$ cat config.mk
export PLATFORM = sky130hd
export DESIGN_NAME = maze_wall_follower_step
export DESIGN_NICKNAME = d
export VERILOG_FILES = /design/src/sv/mwf_pkg.sv /design/src/sv/mwf_ram.sv /design/src/sv/maze_wall_follower_step.sv
export SDC_FILE = /design/constraint.sdc
export NUM_CORES = 1
export LEC_CHECK = 0
export ABC_AREA = 1
export BUFFER_PORTS_ARGS = -buffer_cell sky130_fd_sc_hd__buf_4
export CAP_MARGIN = 15
export CORE_MARGIN = 5
export CORE_UTILIZATION = 63
export CTS_BUF_LIST = sky130_fd_sc_hd__clkbuf_4 sky130_fd_sc_hd__clkbuf_8 sky130_fd_sc_hd__clkbuf_16
export CTS_CLUSTER_DIAMETER = 40
export DETAILED_ROUTE_END_ITERATION = 10
export PLACE_DENSITY_LB_ADDON = 0.2
export RECOVER_POWER = 25
export SLEW_MARGIN = 30
export SYNTH_ARGS = -nofsm -noshare
export SYNTH_HDL_FRONTEND = slang
export SYNTH_SLANG_ARGS = --single-unit
$ cat constraint.sdc
create_clock -name i_clk -period 4.6 [get_ports i_clk]
set_input_delay 0 -clock i_clk [delete_from_list [all_inputs] [get_ports i_clk]]
set_output_delay 0 -clock i_clk [all_outputs]
set_load 0.005 [all_outputs]
$ cat src/sv/mwf_pkg.sv
`timescale 1ns / 1ps
`default_nettype none
// Shared types, codes and constants of the right-hand wall follower.
// No dependencies; used by every other file of the block except mwf_ram.
package mwf_pkg;

    // Grid geometry
    localparam int GRID_DIM = 16;
    localparam int CELL_W   = 4;                          // row / column field width
    localparam int ADDR_W   = $clog2(GRID_DIM * GRID_DIM);
    localparam int DEPTH    = GRID_DIM * GRID_DIM;
    localparam int USED_W   = 5;                          // rows_used / cols_used width
    localparam int LIM_MAX  = (GRID_DIM < 16) ? GRID_DIM : 16;

    // Configuration port
    localparam int CFG_IDX_W  = 3;
    localparam int CFG_DATA_W = 5;

    typedef enum logic [CFG_IDX_W-1:0] {
        CFG_ROWS_USED     = 3'd0,
        CFG_COLS_USED     = 3'd1,
        CFG_START_ROW     = 3'd2,
        CFG_START_COL     = 3'd3,
        CFG_START_HEADING = 3'd4
    } t_cfg_idx;

    // Request operations
    localparam logic [1:0] OP_WRITE   = 2'd0;
    localparam logic [1:0] OP_RESTART = 2'd1;
    localparam logic [1:0] OP_MOVE    = 2'd2;

    // Cell kinds
    localparam logic [1:0] KIND_OPEN  = 2'd0;
    localparam logic [1:0] KIND_WALL  = 2'd1;
    localparam logic [1:0] KIND_EXIT  = 2'd2;
    localparam logic [1:0] KIND_START = 2'd3;

    // Headings
    localparam logic [1:0] DIR_UP    = 2'd0;
    localparam logic [1:0] DIR_RIGHT = 2'd1;
    localparam logic [1:0] DIR_DOWN  = 2'd2;
    localparam logic [1:0] DIR_LEFT  = 2'd3;

    // Walk status
    localparam logic [1:0] ST_WALKING = 2'd0;
    localparam logic [1:0] ST_EXIT    = 2'd1;
    localparam logic [1:0] ST_START   = 2'd2;

    // Reset values
    localparam logic [USED_W-1:0] RST_ROWS_USED     = 5'd12;
    localparam logic [USED_W-1:0] RST_COLS_USED     = 5'd12;
    localparam logic [CELL_W-1:0] RST_START_ROW     = 4'd3;
    localparam logic [CELL_W-1:0] RST_START_COL     = 4'd10;
    localparam logic [1:0]        RST_START_HEADING = DIR_UP;

    typedef struct packed {
        logic [1:0]        op;
        logic [CELL_W-1:0] cell_row;
        logic [CELL_W-1:0] cell_col;
        logic [1:0]        cell_kind;
    } t_req;

    typedef struct packed {
        logic [CELL_W-1:0] pos_row;
        logic [CELL_W-1:0] pos_col;
        logic [1:0]        heading;
        logic [1:0]        walk_status;
    } t_rsp;

    // Clamp a rows/columns-in-use value to the grid
    function automatic logic [USED_W-1:0] limit_of(input logic [USED_W-1:0] used);
        logic [USED_W-1:0] lim;
        lim = USED_W'(LIM_MAX);
        return (used > lim) ? lim : used;
    endfunction

    // Flat memory address of a cell
    function automatic logic [ADDR_W-1:0] cell_addr(input logic [CELL_W-1:0] r,
                                                    input logic [CELL_W-1:0] c);
        return ADDR_W'(32'(r) * GRID_DIM + 32'(c));
    endfunction

endpackage
`default_nettype wire

$ cat src/sv/mwf_ram.sv
`timescale 1ns / 1ps
`default_nettype none
// Generic single-port RAM with registered read data.
// No dependencies.
module mwf_ram #(
    parameter int WIDTH = 2,
    parameter int DEPTH = 256
) (
    input  wire logic                     i_clk,
    input  wire logic                     i_we,
    input  wire logic [$clog2(DEPTH)-1:0] i_addr,
    input  wire logic [WIDTH-1:0]         i_wdata,
    output logic      [WIDTH-1:0]         o_rdata
);

    logic [WIDTH-1:0] r_mem [DEPTH];
    logic [WIDTH-1:0] r_rdata;

    always_ff @(posedge i_clk) begin
        if (i_we) begin
            r_mem[i_addr] <= i_wdata;
        end else begin
            r_rdata <= r_mem[i_addr];
        end
    end

    assign o_rdata = r_rdata;

endmodule
`default_nettype wire

$ cat src/sv/maze_wall_follower_step.sv
`timescale 1ns / 1ps
`default_nettype none
// Right-hand wall follower: grid memory, walker state and move sequencer.
// Depends on mwf_pkg and mwf_ram.
//
// Usage:
//   Requests enter on i_in_valid / o_in_ready with an mwf_pkg::t_req payload:
//   write one grid cell, restart the walker at the configured start, or make
//   one move. Every request yields exactly one response on o_out_valid /
//   i_out_ready carrying the walker position, heading and walk status.
//   Configuration (rows/cols in use, start cell, start heading) is written
//   through i_cfg_we / i_cfg_idx / i_cfg_data while no request is in flight.
//
// Sequencing:
//   A write, restart or halted move goes from acceptance to S_DONE, which loads
//   the response register. A move probes neighbours right, forward, left, back
//   through the single grid memory port: an in-range neighbour is read in S_PROBE
//   and checked in S_CHECK, an out-of-range one is passed over in S_PROBE. One
//   request is worked on at a time.
//
// Reset and stalls:
//   Reset (i_rst_n low, synchronous) restores the configuration defaults,
//   places the walker at the default start cell and status walking. Grid
//   contents are not cleared; cells must be written before a move reads them.
//   The response sits in an output register, so a new request is accepted
//   while a finished response still waits; the sequencer holds in its final
//   state only if a second response is ready before the first is taken.
module maze_wall_follower_step (
    input  wire logic                             i_clk,
    input  wire logic                             i_rst_n,
    input  wire logic                             i_in_valid,
    output logic                                  o_in_ready,
    input  wire mwf_pkg::t_req                    i_in_req,
    output logic                                  o_out_valid,
    input  wire logic                             i_out_ready,
    output mwf_pkg::t_rsp                         o_out_rsp,
    input  wire logic                             i_cfg_we,
    input  wire logic [mwf_pkg::CFG_IDX_W-1:0]    i_cfg_idx,
    input  wire logic [mwf_pkg::CFG_DATA_W-1:0]   i_cfg_data
);

    typedef enum logic [3:0] {
        S_IDLE  = 4'b0001,
        S_PROBE = 4'b0010,
        S_CHECK = 4'b0100,
        S_DONE  = 4'b1000
    } t_state;

    // Configuration registers
    logic [mwf_pkg::USED_W-1:0] r_rows_used;
    logic [mwf_pkg::USED_W-1:0] r_cols_used;
    logic [mwf_pkg::CELL_W-1:0] r_start_row;
    logic [mwf_pkg::CELL_W-1:0] r_start_col;
    logic [1:0]                 r_start_heading;

    // Walker state
    logic [mwf_pkg::CELL_W-1:0] r_row, n_row;
    logic [mwf_pkg::CELL_W-1:0] r_col, n_col;
    logic [1:0]                 r_head, n_head;
    logic [1:0]                 r_status, n_status;

    // Sequencer
    t_state                     r_state, n_state;
    logic [1:0]                 r_try, n_try;
    logic [mwf_pkg::CELL_W-1:0] r_cand_row, n_cand_row;
    logic [mwf_pkg::CELL_W-1:0] r_cand_col, n_cand_col;
    logic [1:0]                 r_cand_head, n_cand_head;

    // Output register
    logic          r_out_valid, n_out_valid;
    mwf_pkg::t_rsp r_out_rsp, n_out_rsp;

    // Memory port
    logic                       ram_we;
    logic [mwf_pkg::ADDR_W-1:0] ram_addr;
    logic [1:0]                 ram_rdata;

    // Neighbour of the current cell in the probed direction
    logic [1:0]                 probe_head;
    logic [mwf_pkg::USED_W-1:0] nb_row5, nb_col5;
    logic                       nb_ok;
    logic                       in_acc;
    logic                       out_free;

    assign in_acc   = i_in_valid && o_in_ready;
    assign out_free = !r_out_valid || i_out_ready;

    // Try order right, forward, left, back: heading offset is try ^ 1
    assign probe_head = r_head + (r_try ^ 2'b01);

    always_comb begin
        nb_row5 = {1'b0, r_row};
        nb_col5 = {1'b0, r_col};
        nb_ok   = 1'b1;
        case (probe_head)
            mwf_pkg::DIR_UP: begin
                if (r_row == '0) nb_ok = 1'b0;
                nb_row5 = nb_row5 - 1'b1;
            end
            mwf_pkg::DIR_RIGHT: nb_col5 = nb_col5 + 1'b1;
            mwf_pkg::DIR_DOWN:  nb_row5 = nb_row5 + 1'b1;
            mwf_pkg::DIR_LEFT: begin
                if (r_col == '0) nb_ok = 1'b0;
                nb_col5 = nb_col5 - 1'b1;
            end
            default: nb_ok = 1'b0;
        endcase
        // Cells beyond the rows and columns in use are walls
        if (nb_row5 >= mwf_pkg::limit_of(r_rows_used) ||
            nb_col5 >= mwf_pkg::limit_of(r_cols_used)) begin
            nb_ok = 1'b0;
        end
    end

    // Memory: cell writes happen at request acceptance, probe reads in S_PROBE
    assign ram_we = in_acc && (i_in_req.op == mwf_pkg::OP_WRITE) &&
                    (32'(i_in_req.cell_row) < mwf_pkg::GRID_DIM) &&
                    (32'(i_in_req.cell_col) < mwf_pkg::GRID_DIM);
    assign ram_addr = ram_we ? mwf_pkg::cell_addr(i_in_req.cell_row, i_in_req.cell_col)
                             : mwf_pkg::cell_addr(nb_row5[mwf_pkg::CELL_W-1:0],
                                                  nb_col5[mwf_pkg::CELL_W-1:0]);

    mwf_ram #(
        .WIDTH (2),
        .DEPTH (mwf_pkg::DEPTH)
    ) u_grid (
        .i_clk   (i_clk),
        .i_we    (ram_we),
        .i_addr  (ram_addr),
        .i_wdata (i_in_req.cell_kind),
        .o_rdata (ram_rdata)
    );

    always_comb begin
        n_state     = r_state;
        n_try       = r_try;
        n_row       = r_row;
        n_col       = r_col;
        n_head      = r_head;
        n_status    = r_status;
        n_cand_row  = r_cand_row;
        n_cand_col  = r_cand_col;
        n_cand_head = r_cand_head;
        n_out_valid = r_out_valid;
        n_out_rsp   = r_out_rsp;

        // Drop the response once taken
        if (r_out_valid && i_out_ready) n_out_valid = 1'b0;

        case (r_state)
            S_IDLE: begin
                if (in_acc) begin
                    n_try   = '0;
                    n_state = S_DONE;
                    case (i_in_req.op)
                        mwf_pkg::OP_RESTART: begin
                            n_row    = r_start_row;
                            n_col    = r_start_col;
                            n_head   = r_start_heading;
                            n_status = mwf_pkg::ST_WALKING;
                        end
                        mwf_pkg::OP_MOVE: begin
                            // A halted walk stays put
                            if (r_status == mwf_pkg::ST_WALKING) n_state = S_PROBE;
                        end
                        default: ;
                    endcase
                end
            end
            S_PROBE: begin
                if (nb_ok) begin
                    // Read issued this cycle; check the cell next cycle
                    n_cand_row  = nb_row5[mwf_pkg::CELL_W-1:0];
                    n_cand_col  = nb_col5[mwf_pkg::CELL_W-1:0];
                    n_cand_head = probe_head;
                    n_state     = S_CHECK;
                end else if (r_try == 2'd3) begin
                    n_state = S_DONE;
                end else begin
                    n_try = r_try + 1'b1;
                end
            end
            S_CHECK: begin
                if (ram_rdata != mwf_pkg::KIND_WALL) begin
                    n_row  = r_cand_row;
                    n_col  = r_cand_col;
                    n_head = r_cand_head;
                    if (ram_rdata == mwf_pkg::KIND_EXIT) begin
                        n_status = mwf_pkg::ST_EXIT;
                    end else if (ram_rdata == mwf_pkg::KIND_START) begin
                        n_status = mwf_pkg::ST_START;
                    end
                    n_state = S_DONE;
                end else if (r_try == 2'd3) begin
                    // Boxed in on all sides: stay with heading unchanged
                    n_state = S_DONE;
                end else begin
                    n_try   = r_try + 1'b1;
                    n_state = S_PROBE;
                end
            end
            S_DONE: begin
                // Hold until the output register is free
                if (out_free) begin
                    n_out_valid           = 1'b1;
                    n_out_rsp.pos_row     = r_row;
                    n_out_rsp.pos_col     = r_col;
                    n_out_rsp.heading     = r_head;
                    n_out_rsp.walk_status = r_status;
                    n_state               = S_IDLE;
                end
            end
            default: n_state = S_IDLE;
        endcase
    end

    always_ff @(posedge i_clk) begin
        if (!i_rst_n) begin
            r_state         <= S_IDLE;
            r_try           <= '0;
            r_row           <= mwf_pkg::RST_START_ROW;
            r_col           <= mwf_pkg::RST_START_COL;
            r_head          <= mwf_pkg::RST_START_HEADING;
            r_status        <= mwf_pkg::ST_WALKING;
            r_out_valid     <= 1'b0;
            r_rows_used     <= mwf_pkg::RST_ROWS_USED;
            r_cols_used     <= mwf_pkg::RST_COLS_USED;
            r_start_row     <= mwf_pkg::RST_START_ROW;
            r_start_col     <= mwf_pkg::RST_START_COL;
            r_start_heading <= mwf_pkg::RST_START_HEADING;
        end else begin
            r_state     <= n_state;
            r_try       <= n_try;
            r_row       <= n_row;
            r_col       <= n_col;
            r_head      <= n_head;
            r_status    <= n_status;
            r_out_valid <= n_out_valid;
            if (i_cfg_we) begin
                case (i_cfg_idx)
                    mwf_pkg::CFG_ROWS_USED:     r_rows_used <= i_cfg_data;
                    mwf_pkg::CFG_COLS_USED:     r_cols_used <= i_cfg_data;
                    mwf_pkg::CFG_START_ROW:
                        r_start_row <= i_cfg_data[mwf_pkg::CELL_W-1:0];
                    mwf_pkg::CFG_START_COL:
                        r_start_col <= i_cfg_data[mwf_pkg::CELL_W-1:0];
                    mwf_pkg::CFG_START_HEADING: r_start_heading <= i_cfg_data[1:0];
                    default: ;
                endcase
            end
        end
    end

    // Payload registers
    always_ff @(posedge i_clk) begin
        r_cand_row  <= n_cand_row;
        r_cand_col  <= n_cand_col;
        r_cand_head <= n_cand_head;
        r_out_rsp   <= n_out_rsp;
    end

    assign o_in_ready  = (r_state == S_IDLE);
    assign o_out_valid = r_out_valid;
    assign o_out_rsp   = r_out_rsp;

endmodule
`default_nettype wire

==> metrics.yaml <==
hold_path:
  holdCritStartpoint: "i_in_req[9]"
  hold_end: "u_grid.o_rdata[0]$_DFFE_PN_"
  min_path_type: "in -> reg"
  min_path_cells: 7
layout:
  layout.nets: 2526
  multi_input_area_um2: 7000
  fillers: 2586
  n_antenna_cell: 0
  area_growth_pct: 14.8
  drive_gt1_share_pct: 10.5
  seqCellArea_um2: 16900
synth:
  yosysWarnings: 0
  synth_edf_count: 536
  netlist-cell-type-count: 42
  ys.flop_type: "edfxtp_1"
  netlist_area_um2: 24800
  synth_area_leaders: "edfxtp_1 (65%), nand2_1 (14%), nor2_1 (4.9%)"
  yosysSeqAreaShare_pct: 68.0
  synth_top_area_share_pct: 64.9
  syn_nets: 2441
  async_reset_ff_share_pct: 0
  synth.avg_cell_area_um2: 10.3
  yosys.area.top_type: "edfxtp_1"
  ys_ff_latch: 575
  syn_inst: 2397
global_route:
  grt_pass1_vias: 17981
  grt_first_pass_wirelength_um: 99100
  grtUsageTotal_pct: 29.2
  grt_overflow: 0
  grt_max_degree: 138
  antenna_found_initial: 1
timing:
  fmax_mhz: 231
  worst-slew-pin-transition_ps: 5020
  finalCritPeriodShare_pct: 94.0
  rsz0062_at_grt: "no"
  fin_skew_ps: 17.2
  slew_violations: 241
  min_period_ps: 4320
  whs_ps: 210
  slew-limit-headroom_pct: -235
  hold_viol_final: 0
  setup_viol: 0
  final.setup.tns_ps: 0
critical_path:
  crit_required_ps: 5060
  path_class: "reg -> reg"
  worstSetupEndpointType: "flop"
  cp_common_cell: "nand2_1"
  startpoint_type: "flop"
  crit_arrival_ps: 4780
  slowest_stage: "dfxtp_1"
  r2r_start: "r_try[0]$_SDFFE_PN0P_"
  rr_worst_depth: 26
  reg2reg_to: "u_grid.o_rdata[0]$_DFFE_PN_"
  r2r_slack_ps: 280
  crit_fanout: 30
  cpPeakStageDelay_ps: 330
route:
  drt_pass1_iterations: 6
  maxUsedRoutingLayer: "met5"
  vias: 18399
  drt_iter0_markers: 2568
  wire_per_inst_um: 21.4
  avgViaCountPerCell: 6.02
  dr_wl_met3_um: 7400
  wirelength_um: 65300
  met2WireLength_um: 30300
  detail_route.drc_violations: 0
  drt-met1-wl_um: 24400
  ant_nets: 0
floorplan:
  dieArea_um2: 43400
  start_util_pct: 63.9
  ios: 39
  core-area_um2: 38800
  die_h_um: 208
  rows: 72
  dieWidth_um: 208
run_status:
  violations: "max-capacitance violations, max-slew violations"
  status: "finished, violations left"
clocking:
  cts_buffers: 75
  cts_buffer_depth: 3
  clk_pin_slew_ps: 50
  cts.root.buffer_cell: "clkbuf_16"
  cts_tree: "done"
  cts_htree_levels: 3
  insertion_delay_ps: 580
  cts_sinks: 575
job:
  drv_cap: 2
placement:
  gp_congestion: 0.910
  numPortBuffers: 38
  dp_hpwl_um: 38400
-- stage by stage --
stage | cells | setup WS, ps | instance area (µm²) | utilization, %
2_1_floorplan | 2397 | 651 | 24800 | -
3_3_place_gp | 2896 | 532 | 25800 | 66.5
3_5_place_dp | 2896 | 400 | 25800 | 66.5
4_1_cts | 3054 | 315 | 28500 | 73.3
5_1_grt | 3055 | 15.7 | 28500 | 73.4
6_report | 3055 | 276 | 28500 | 73.4
-- repair_timing --
| action | 4_1_cts | 5_1_grt |
|---|---|---|
| endpoints found under the setup margin | 0 | 1 |
| hold buffers | 26 | 0 |
| hold endpoints to repair | 39 | 0 |
| setup buffers | 0 | 0 |
| gates resized for setup | 0 | 1 |
-- cells in the final DEF, fill, tap and decap left out, drive strengths merged --
master,instances
nor2,335
clkinv,23
clkinvlp,5
a31oi,6
and2,1
a211oi,5
a32oi,1
nor4,1
nand4,93
mux2i,1
nand2,908
or2,5
fa,1
o21ai,32
xor2,5
clkbuf,87
dlygate4sd3,26
ha,18
a21oi,16
nand3,156
inv,97
buf,109
bufinv,4
nand3b,1
o311ai,5
nor3,6
edfxtp,536
a21boi,3
nor3b,1
xnor2,2
dfxtp,39
o211ai,2
o41ai,4
o21a,3
-- layout make-up --
cell class                 count  area share (%)
clock buffer                  84            6.95
clock inverter                48            1.49
inverter                      81            1.07
multi-input combinational   1611            24.6
sequential                   575            59.3
tap                          518            2.28
timing repair buffer         138            4.40
-- state kept, by name, indices dropped and copies added, names as in the netlist --
signal / flops
u_grid.r_mem: 512
o_out_rsp: 12
r_cols_used: 5
r_rows_used: 5
r_cand_col: 4
r_cand_row: 4
r_col: 4
r_row: 4
r_start_col: 4
r_start_row: 4
r_state: 4
r_cand_head: 2
r_head: 2
r_start_heading: 2
r_status: 2
r_try: 2
u_grid.o_rdata: 2
o_out_valid: 1
-- worst max-delay path by stage --
stage,startpoint,to,slack (ps),depth (start not counted)
after global placement,r_try[0]$_SDFFE_PN0P_,u_grid.r_mem[250][0]$_DFFE_PP_,530,17
after global routing,r_try[0]$_SDFFE_PN0P_,u_grid.o_rdata[0]$_DFFE_PN_,20,27
final,r_try[0]$_SDFFE_PN0P_,u_grid.o_rdata[0]$_DFFE_PN_,280,26
after floorplan,r_try[0]$_SDFFE_PN0P_,r_try[0]$_SDFFE_PN0P_,650,23
after detailed placement,r_try[0]$_SDFFE_PN0P_,u_grid.o_rdata[0]$_DFFE_PN_,400,26
after CTS,r_try[0]$_SDFFE_PN0P_,u_grid.o_rdata[0]$_DFFE_PN_,310,26
-- worst max-delay path, delay by kind of cell, from the launching register on --
kind	cells	cell delay, ps
AOI/OAI and AO/OA	2	310
xor gates and xnor gates	1	200
adders and majority gates	3	710
buffers and inverters	5	870
DFF	1	330
and+or+nand+nor	15	1730
-- synthesized netlist by cell type, drive strengths merged (6+ instances only) --
| cell | count |
|---|---|
| inv | 81 |
| ha | 18 |
| nand4 | 93 |
| a31oi | 6 |
| clkbuf | 31 |
| nor2 | 335 |
| nand2 | 908 |
| a21oi | 16 |
| edfxtp | 536 |
| nand3 | 156 |
| o21ai | 32 |
| buf | 99 |
| dfxtp | 39 |
| nor3 | 6 |
-- metal layers --
metal | GRT usage [%] | vias up
met5 | 0 | -
met4 | 12.6 | 2
met1 | 39.0 | 8727
li1 | - | 8297
met3 | 6.28 | 220
met2 | 46.9 | 1153
-- cells by family (layout without fill, tap and decap cells) --
logic type               after synthesis  in the layout  synth area share [%]
adder cells (fa/ha/maj)               19             19                 0.989
multiplexers                           1              1                0.0404
flip-flops                           575            575                  68.0
buffers and inverters                211            351                  3.89
AND/OR/NAND/NOR                     1507           1507                  24.9
AO/OA/AOI/OAI                         77             77                  1.93
XOR/XNOR                               7              7                 0.247
Power is not shown: default switching activity piles up to over one toggle a cycle in this logic, so the estimate is an artifact.
